`src/mbe_pkg.sv`:
```
// Types and constants of the marker byte escape codec.
// No dependencies.
package mbe_pkg;

    localparam int BYTE_W = 8;
    localparam int CFG_IDX_W = 2;

    localparam logic [CFG_IDX_W-1:0] REG_MODE   = 2'd0;
    localparam logic [CFG_IDX_W-1:0] REG_START  = 2'd1;
    localparam logic [CFG_IDX_W-1:0] REG_END    = 2'd2;
    localparam logic [CFG_IDX_W-1:0] REG_ESCAPE = 2'd3;

    localparam logic MODE_ENCODE = 1'b0;
    localparam logic MODE_DECODE = 1'b1;

    localparam logic [BYTE_W-1:0] NIBBLE_GATE = 8'hF0;
    localparam logic [BYTE_W-1:0] CODE_START  = 8'd1;
    localparam logic [BYTE_W-1:0] CODE_END    = 8'd2;
    localparam logic [BYTE_W-1:0] CODE_ESCAPE = 8'd3;

    localparam logic [BYTE_W-1:0] RST_START  = 8'd250;
    localparam logic [BYTE_W-1:0] RST_END    = 8'd251;
    localparam logic [BYTE_W-1:0] RST_ESCAPE = 8'd252;

    typedef struct packed {
        logic              mode;
        logic [BYTE_W-1:0] start_marker;
        logic [BYTE_W-1:0] end_marker;
        logic [BYTE_W-1:0] escape_marker;
    } cfg_t;

    typedef struct packed {
        logic [BYTE_W-1:0] data_byte;
        logic              frame_last;
    } item_t;

    typedef struct packed {
        logic [BYTE_W-1:0] out_byte;
        logic              out_last;
        logic              bad_escape;
    } res_t;

endpackage

```
`src/mbe_cfg.sv`:
```
// Configuration register file of the codec.
// Depends on mbe_pkg.
module mbe_cfg (
    input  logic                             clk,
    input  logic                             rst_n,
    input  logic                             wr_en,
    input  logic [mbe_pkg::CFG_IDX_W-1:0]    wr_index,
    input  logic [mbe_pkg::BYTE_W-1:0]       wr_data,
    output mbe_pkg::cfg_t                    cfg,
    output logic                             mode_wr
);

    mbe_pkg::cfg_t cfg_reg;
    mbe_pkg::cfg_t cfg_next;

    always_comb
    begin
        cfg_next = cfg_reg;
        mode_wr  = 1'b0;
        if (wr_en)
        begin
            case (wr_index)
                mbe_pkg::REG_MODE:
                begin
                    cfg_next.mode = wr_data[0];
                    mode_wr       = 1'b1;
                end
                mbe_pkg::REG_START:  cfg_next.start_marker  = wr_data;
                mbe_pkg::REG_END:    cfg_next.end_marker    = wr_data;
                mbe_pkg::REG_ESCAPE: cfg_next.escape_marker = wr_data;
                default: ;
            endcase
        end
    end

    always_ff @(posedge clk or negedge rst_n)
    begin
        if (!rst_n)
        begin
            cfg_reg.mode          <= mbe_pkg::MODE_ENCODE;
            cfg_reg.start_marker  <= mbe_pkg::RST_START;
            cfg_reg.end_marker    <= mbe_pkg::RST_END;
            cfg_reg.escape_marker <= mbe_pkg::RST_ESCAPE;
        end
        else
        begin
            cfg_reg <= cfg_next;
        end
    end

    assign cfg = cfg_reg;

endmodule

```
`src/mbe_core.sv`:
```
// Encode/decode logic and decoder frame state.
// Depends on mbe_pkg.
module mbe_core (
    input  logic           clk,
    input  logic           rst_n,
    input  mbe_pkg::cfg_t  cfg,
    input  logic           clear,
    input  logic           take,
    input  mbe_pkg::item_t item,
    output logic [1:0]     res_cnt,
    output mbe_pkg::res_t  res0,
    output mbe_pkg::res_t  res1
);

    logic pending_reg, pending_next;
    logic discard_reg, discard_next;
    logic [mbe_pkg::BYTE_W-1:0] b;
    logic [mbe_pkg::BYTE_W-1:0] code;
    logic last;

    assign b    = item.data_byte;
    assign last = item.frame_last;

    always_comb
    begin
        code = '0;
        if ((b & mbe_pkg::NIBBLE_GATE) == mbe_pkg::NIBBLE_GATE)
        begin
            if (b == cfg.start_marker)
                code = mbe_pkg::CODE_START;
            else if (b == cfg.end_marker)
                code = mbe_pkg::CODE_END;
            else if (b == cfg.escape_marker)
                code = mbe_pkg::CODE_ESCAPE;
        end
    end

    always_comb
    begin
        res_cnt      = 2'd1;
        res0         = '{out_byte: b, out_last: last, bad_escape: 1'b0};
        res1         = '{out_byte: code, out_last: last, bad_escape: 1'b0};
        pending_next = pending_reg;
        discard_next = discard_reg;
        if (cfg.mode == mbe_pkg::MODE_ENCODE)
        begin
            if (code != '0)
            begin
                res_cnt = 2'd2;
                res0    = '{out_byte: cfg.escape_marker, out_last: 1'b0, bad_escape: 1'b0};
            end
        end
        else if (discard_reg)
        begin
            res_cnt = 2'd0;
            if (last)
                discard_next = 1'b0;
        end
        else if (pending_reg)
        begin
            pending_next = 1'b0;
            if (b == mbe_pkg::CODE_START)
                res0.out_byte = cfg.start_marker;
            else if (b == mbe_pkg::CODE_END)
                res0.out_byte = cfg.end_marker;
            else if (b == mbe_pkg::CODE_ESCAPE)
                res0.out_byte = cfg.escape_marker;
            else
            begin
                res0         = '{out_byte: '0, out_last: last, bad_escape: 1'b1};
                discard_next = !last;
            end
        end
        else if (b == cfg.escape_marker)
        begin
            if (last)
                res0 = '{out_byte: '0, out_last: 1'b1, bad_escape: 1'b1};
            else
            begin
                res_cnt      = 2'd0;
                pending_next = 1'b1;
            end
        end
    end

    always_ff @(posedge clk or negedge rst_n)
    begin
        if (!rst_n)
        begin
            pending_reg <= 1'b0;
            discard_reg <= 1'b0;
        end
        else if (clear)
        begin
            pending_reg <= 1'b0;
            discard_reg <= 1'b0;
        end
        else if (take)
        begin
            pending_reg <= pending_next;
            discard_reg <= discard_next;
        end
    end

endmodule

```
`src/mbe_outq.sv`:
```
// Two-entry result queue; slot 0 drives the output port.
// Depends on mbe_pkg.
module mbe_outq (
    input  logic          clk,
    input  logic          rst_n,
    input  logic          load,
    input  logic [1:0]    load_cnt,
    input  mbe_pkg::res_t load0,
    input  mbe_pkg::res_t load1,
    input  logic          pop,
    output logic          empty_after_pop,
    output logic          head_valid,
    output mbe_pkg::res_t head
);

    logic [1:0]    cnt_reg, cnt_next;
    mbe_pkg::res_t slot0_reg, slot1_reg;

    // load only happens when nothing is left after this cycle's pop
    assign empty_after_pop = (cnt_reg == 2'd0) || (cnt_reg == 2'd1 && pop);

    always_comb
    begin
        cnt_next = cnt_reg;
        if (load)
            cnt_next = load_cnt;
        else if (pop)
            cnt_next = cnt_reg - 2'd1;
    end

    always_ff @(posedge clk or negedge rst_n)
    begin
        if (!rst_n)
            cnt_reg <= 2'd0;
        else
            cnt_reg <= cnt_next;
    end

    always_ff @(posedge clk)
    begin
        if (load)
        begin
            slot0_reg <= load0;
            slot1_reg <= load1;
        end
        else if (pop)
        begin
            slot0_reg <= slot1_reg;
        end
    end

    assign head_valid = (cnt_reg != 2'd0);
    assign head       = slot0_reg;

endmodule

```
`src/marker_byte_escape_codec.sv`:
```
// Top level of the marker byte escape codec: input register, coder, result queue.
// Depends on mbe_pkg, mbe_cfg, mbe_core, mbe_outq.
//
//  channel  signals                                    direction
//  in       in_valid in_ready data_byte frame_last     request in
//  out      out_valid out_ready out_byte out_last      request out
//           bad_escape
//  cfg      cfg_valid cfg_ready cfg_index cfg_data     register write in
//
// One request per cycle unless out_ready is low or an encode byte is escaped;
// a request waits in the input register, its results leave via queue slot 0.
// An escaped encode byte holds the next request until its second result drains.
// Asynchronous active-low reset clears queue, input register and decoder state.
// out_ready low stalls the queue and then the input; cfg_ready is always high.
module marker_byte_escape_codec (
    input  logic                          clk,
    input  logic                          rst_n,
    input  logic                          in_valid,
    output logic                          in_ready,
    input  logic [mbe_pkg::BYTE_W-1:0]    data_byte,
    input  logic                          frame_last,
    output logic                          out_valid,
    input  logic                          out_ready,
    output logic [mbe_pkg::BYTE_W-1:0]    out_byte,
    output logic                          out_last,
    output logic                          bad_escape,
    input  logic                          cfg_valid,
    output logic                          cfg_ready,
    input  logic [mbe_pkg::CFG_IDX_W-1:0] cfg_index,
    input  logic [mbe_pkg::BYTE_W-1:0]    cfg_data
);

    mbe_pkg::cfg_t  cfg;
    logic           mode_wr;
    logic           vld_reg;
    mbe_pkg::item_t item_reg;
    logic           take;
    logic           pop;
    logic           q_room;
    logic [1:0]     res_cnt;
    mbe_pkg::res_t  res0, res1, head;

    assign cfg_ready = 1'b1;

    mbe_cfg u_cfg (
        .clk      (clk),
        .rst_n    (rst_n),
        .wr_en    (cfg_valid),
        .wr_index (cfg_index),
        .wr_data  (cfg_data),
        .cfg      (cfg),
        .mode_wr  (mode_wr)
    );

    assign pop      = out_valid && out_ready;
    assign take     = vld_reg && q_room;
    assign in_ready = !vld_reg || take;

    always_ff @(posedge clk or negedge rst_n)
    begin
        if (!rst_n)
            vld_reg <= 1'b0;
        else if (in_ready)
            vld_reg <= in_valid;
    end

    always_ff @(posedge clk)
    begin
        if (in_ready && in_valid)
            item_reg <= '{data_byte: data_byte, frame_last: frame_last};
    end

    mbe_core u_core (
        .clk     (clk),
        .rst_n   (rst_n),
        .cfg     (cfg),
        .clear   (mode_wr),
        .take    (take),
        .item    (item_reg),
        .res_cnt (res_cnt),
        .res0    (res0),
        .res1    (res1)
    );

    mbe_outq u_outq (
        .clk             (clk),
        .rst_n           (rst_n),
        .load            (take),
        .load_cnt        (res_cnt),
        .load0           (res0),
        .load1           (res1),
        .pop             (pop),
        .empty_after_pop (q_room),
        .head_valid      (out_valid),
        .head            (head)
    );

    assign out_byte   = head.out_byte;
    assign out_last   = head.out_last;
    assign bad_escape = head.bad_escape;

endmodule

```
`config.mk`:
```
export PLATFORM = sky130hd
export DESIGN_NAME = marker_byte_escape_codec
export DESIGN_NICKNAME = d
export VERILOG_FILES = /design/src/mbe_pkg.sv /design/src/mbe_cfg.sv /design/src/mbe_core.sv /design/src/mbe_outq.sv /design/src/marker_byte_escape_codec.sv
export SDC_FILE = /design/constraint.sdc
export NUM_CORES = 1
export LEC_CHECK = 0
export ABC_CLOCK_PERIOD_IN_PS = 4550
export BUFFER_PORTS_ARGS = -buffer_cell sky130_fd_sc_hd__buf_4
export CORE_MARGIN = 2
export CORE_UTILIZATION = 62
export CTS_CLUSTER_DIAMETER = 60
export DETAILED_ROUTE_END_ITERATION = 8
export HOLD_SLACK_MARGIN = 0.12
export PLACE_DENSITY = 0.83
export SLEW_MARGIN = 20
export SYNTH_ARGS = -nofsm -noshare
export SYNTH_HDL_FRONTEND = slang
export SYNTH_SLANG_ARGS = --single-unit
export TNS_END_PERCENT = 30
```
`constraint.sdc`:
```
create_clock -name clk -period 4.55 [get_ports clk]
set_clock_uncertainty 0.05 [all_clocks]
set_input_delay 0.6825 -clock clk [delete_from_list [all_inputs] [get_ports clk]]
set_output_delay 0.6825 -clock clk [all_outputs]
set_load 0.02 [all_outputs]
```
; ---- Word-level counts from Yosys, hierarchy flattened
; Cells that the tools add are included.
[totals]
reg_bits = 58
input_bits = 24
word_cells = 92
out_inout_bits = 13
[op_classes]
add_sub_neg = 1
muxes = 43
eq_ne = 12
reduce_logical = 21
[op_table]
columns = cell, count
row1 = 2-to-1 mux 10 bit, 8
row2 = 2-to-1 mux 8 bit, 6
row3 = == test 8 bit, 3
row4 = 2-to-1 mux 1 bit, 21
row5 = == test 8 x 2 -> 1 bit (second input constant), 2
row6 = 2-to-1 mux 2 bit, 8
row7 = AND reduction 2 bit, 5
row8 = == test 8 x 1 -> 1 bit (second input constant), 1
row9 = nonzero test 2 bit, 4
row10 = nonzero test 8 bit, 1
row11 = == test 2 x 1 -> 1 bit (second input constant), 2
row12 = == test 2 bit (second input constant), 2
row13 = == test 4 bit (second input constant), 1
row14 = logical AND 1 bit, 4
row15 = logical NOT 2 bit, 2
row16 = AND reduction 3 bit, 1
row17 = logical NOT 1 bit, 2
row18 = logical OR 1 bit, 2
row19 = != test 2 bit (second input constant), 1
row20 = subtractor 2 x 1 -> 2 bit (second input constant), 1

; ---- Longest topological paths before layout
[logic_depth]
word_depth = 9
ltp_mapped = 10
ltp_nobuf = 9

; ---- Modules after synthesis
; From an unflattened synthesis, not the netlist that was laid out.
[unflattened]
hier_cells = 267
hier_area_um2 = 3298.2
[modules_own_cells]
columns = mod, cells_each, n_inst, area_per_inst_um2, seq_area_each_um2
row1 = mbe_core, 147, 1, 1072.3, 50.0
row2 = mbe_cfg, 54, 1, 975.9, 649.4
row3 = mbe_outq, 49, 1, 902.1, 650.6
row4 = marker_byte_escape_codec, 17, 1, 347.8, 295.3

; ---- Worst setup path before layout
; OpenSTA, ideal clock, no wires.
[synth_path]
path_kind = input-to-reg
from = in out_ready
to = reg u_outq.slot0_reg (netlist bit u_outq.head[3]), data pin
t_arrival_ns = 1.688
t_required_ns = 4.232
stages = 8
n_path_buf = 2
setup_time_ns = 0.268
setup_slack_ns = 2.544
path_cell_list = a21oi_1 -> nand2b_1 -> clkbuf_1 -> inv_1 -> buf_2 -> o311ai_0 -> o22ai_1 -> o31ai_1
[synth_between]
elab_chain_cells = 5
[synth_rtl]
columns = element, line
row1 = from (decl), marker_byte_escape_codec.sv:23  ; input logic out_ready,
row2 = logical AND 1 bit, marker_byte_escape_codec.sv:55  ; assign pop = out_valid && out_ready;
row3 = logical AND 1 bit, mbe_outq.sv:20  ; assign empty_after_pop = (cnt_reg == 2'd0) || (cnt_reg == 2'd1 && pop);
row4 = logical OR 1 bit, mbe_outq.sv:20
row5 = logical AND 1 bit, marker_byte_escape_codec.sv:56  ; assign take = vld_reg && q_room;
row6 = 2-to-1 mux 10 bit, mbe_outq.sv:41  ; if (load)
row7 = to (signal assigned), mbe_outq.sv:43  ; slot0_reg <= load0;
row8 = to (signal assigned), mbe_outq.sv:48  ; slot0_reg <= slot1_reg;
row9 = to (decl), mbe_outq.sv:17  ; mbe_pkg::res_t slot0_reg, slot1_reg;
; Every way passes these cells.
; A chain may end at the register's enable or synchronous reset.

; ---- Worst setup path after layout
[layout_path]
from = reg item_reg[2] in the netlist's numbering
to = reg u_outq.slot0_reg (netlist bit u_outq.head[4]), data pin
[layout_between]
elab_chain_cells = 9
elab_cells_between_ends = 20
classes_between = 6 x eq/ne / 13 x mux / 1 x reduce/logical
[layout_rtl]
columns = element, line
row1 = from (decl), marker_byte_escape_codec.sv:36  ; mbe_pkg::item_t item_reg;
row2 = from (signal assigned), marker_byte_escape_codec.sv:70  ; item_reg <= '{data_byte: data_byte, frame_last: frame_last};
row3 = == test 8 bit, "mbe_core.sv:33, mbe_core.sv:74"
row4 = 2-to-1 mux 2 bit, mbe_core.sv:33  ; else if (b == cfg.escape_marker)
row5 = 2-to-1 mux 8 bit, mbe_core.sv:31  ; else if (b == cfg.end_marker)
row6 = 2-to-1 mux 8 bit, mbe_core.sv:29  ; if (b == cfg.start_marker)
row7 = 2-to-1 mux 8 bit, mbe_core.sv:27  ; if ((b & mbe_pkg::NIBBLE_GATE) == mbe_pkg::NIBBLE_GATE)
row8 = nonzero test 8 bit, mbe_core.sv:47  ; if (code != '0)
row9 = 2-to-1 mux 10 bit, mbe_core.sv:47
row10 = 2-to-1 mux 10 bit *, mbe_core.sv:45  ; if (cfg.mode == mbe_pkg::MODE_ENCODE)
row11 = 2-to-1 mux 10 bit *, mbe_outq.sv:41
; Every way passes the cells marked *; elsewhere a longest branch is shown, timed or not.

==> impl_metrics.toml <==
[status]
outcome = "finished clean"

[placement]
io_buffers = 35
gp_congestion = 0.938
dp_slack_ns = 2.07
dpl.hpwl_mm = 4.60

[timing]
period_needed_ns = 2.50
maxSlewHeadroom = 0.488
tightest_slew_ns = 0.768
finalHoldViolations = 0
grt_setup_unrepaired = "false"
finalSetupViolCount = 0
drv_slew = 0
hold_ws_ns = 0.245
fin_ws_ns = 2.05
fin_crit_sh = 0.550
fmax_mhz = 399
tns_ns = 0

[setup_path]
crit_required_ns = 4.63
critical_path_class = "flop to flop"
crit_path_end_kind = "flop"
critPathMaxFanout = 20
worstPathArrival_ns = 2.59
startpoint_type = "flop"

[global_route]
grt_pass1_vias = 2147
grt_max_degree = 31
antenna_found_initial = 0
grt_overflow = 0
grt_pass1_wl_mm = 10.8
grt_usage = 0.269

[finish]
drive_gt1_frac = 0.353
fillers = 353
nets = 308
largest_register_ffs = 25
area_growth_pct = 10.1
final_util = 0.700
diodes = 0

[logic_synthesis]
synthTopCellsByArea = "edfxtp_1, dfstp_2, mux2_2"
syn_area_per_cell_sq_um = 11.5
async_flop_share = 0.577
ys_warn_count = 0
synth_ff_type = "edfxtp_1"
yosysTopAreaCell = "edfxtp_1"
yosysSeqAreaShare = 0.484
synth_nets = 284
yosysTopAreaCellShare = 0.223
syn-instance-count = 258
synth_area_sq_um = 2960
synth_edf_count = 22
ys_seq_elements = 52
synth.distinct_cells = 53

[clock_tree]
insertion_delay_ns = 0.31
cts_root_buf = "clkbuf_8"
clk_pin_slew_ns = 0.10
post-cts-setup-buffers = 0
htreeDepth = 2
cts_made_buffers = 5
post_cts_resize_count = 0
cts_tree = "yes"
cts_sinks = 52
cts_hold_buffers = 0
cts_buffer_depth = 2

[power_and_ir_drop]
cellPowerDensity_nw_per_um2 = 512
power_mw = 1.67
irDropWorstVdd_v = 0.000289
p_leak_nw = 1.21

[floorplan]
core_sq_um = 4660
ios = 37
initial_core_util = 0.636
core.rowCount = 25
die-area_sq_um = 5350
fp.dieW_um = 73.1
die_h_um = 73.1

[run]
max_cap_violations = 0

[drt]
first_pass_iters = 4
ant_nets = 0
drt_iter0_markers = 171
via_per_inst = 6.31
drc = 0
num_vias = 2125
drt_wl_total_mm = 6.40
wl_per_cell_um = 19.0

[min_path]
min_path_type = "primary input to async pin"
-- cell families (layout without fill, tap and decap cells) --
group                    Yosys count  count (layout)  share of synthesized area
buffers and inverters             29              54                     0.0532
flip-flops                        52              52                      0.484
XOR/XNOR                          24              24                     0.0811
multiplexers                      31              31                      0.117
AO/OA/AOI/OAI                     49              49                      0.117
other                              1               1                    0.00127
AND/OR/NAND/NOR                   70              70                      0.137
adder cells (fa/ha/maj)            2               2                    0.00844
-- cells in the mapped netlist, drive strengths merged, types with 2 or more instances --
master,n
buf,12
mux2,30
nor2,12
o2111ai,2
nand2,18
o21ai,6
dfrtp,11
dfstp,19
nor2b,3
nand2b,4
o311ai,2
edfxtp,22
or3,2
nand4,7
xnor2,24
o211ai,5
nor4,2
a311oi,2
a21boi,2
o22a,2
o311a,2
nand3,6
a22oi,4
a31oi,4
a21o,2
nor3,5
inv,11
nand3b,2
o22ai,3
nand4b,5
o31ai,3
a21oi,6
ha,2
or4,2
clkbuf,6
-- report_power, final --
group          internal [mW]  switching, mW
Sequential             0.668          0.153
Combinational          0.281          0.311
Clock                  0.108          0.148
-- worst max-delay path: stages (launching register included) --
cell and delay (ns):
edfxtp_1 0.86, xnor2_2 0.19, nand4_2 0.15, nor2_4 0.25, nor3_2 0.16, or4_4 0.45, o2111ai_1 0.21
-- cell usage in the layout, fill, tap and decap left out, drive strengths merged, types with 3 or more instances in the layout --
cell     n
a21oi    6
a22oi    4
a31oi    4
buf     35
clkbuf   6
dfrtp   11
dfstp   19
edfxtp  22
inv     12
mux2    30
nand2   18
nand2b   4
nand3    6
nand4    7
nand4b   5
nor2    12
nor2b    3
nor3     5
o211ai   5
o21ai    6
o22ai    3
o31ai    3
xnor2   24
-- final timing paths --
check | start | end | slack, ns | cells past startpoint
worst max-delay path | item_reg[2] | u_outq.head[4] | 2.05 | 6
worst min-delay path | rst_n | u_cfg.cfg[1] | 0.25 | 1
worst max register to register | item_reg[2] | u_outq.head[4] | 2.05 | 6
worst min register to register | u_outq.slot1_reg[1] | u_outq.head[1] | 0.47 | 2
max in group asynchronous | rst_n | u_cfg.cfg[20] | 3.88 | 1
min in group clk | u_outq.slot1_reg[1] | u_outq.head[1] | 0.47 | 2
-- per-stage QoR --
stage                     std cells  cell area (sq um)
after floorplan                 258               2960
after detailed placement        329               3180
final                           337               3260
after global placement          329               3180
after global routing            337               3260
after CTS                       337               3260
-- per-layer routing --
metal  track usage  vias to the layer above  part of all wire
met2         0.419                       73              0.48
li1              -                      995                 -
met5             0                        -                 0
met1         0.366                     1045              0.45
met3        0.0635                       12             0.050
met4         0.103                        0             0.018
-- area by class of cell --
cell class	count	area, sq um	area share
Clock inverter	2	11.3	0.00345
Inverter	11	41.3	0.0127
Sequential cell	52	1440	0.440
Tap cell	54	67.6	0.0207
Multi-Input combinational cell	177	1370	0.420
Clock buffer	6	72.6	0.0223
Timing Repair Buffer	35	263	0.0806
(Power assumes the default switching activity.)
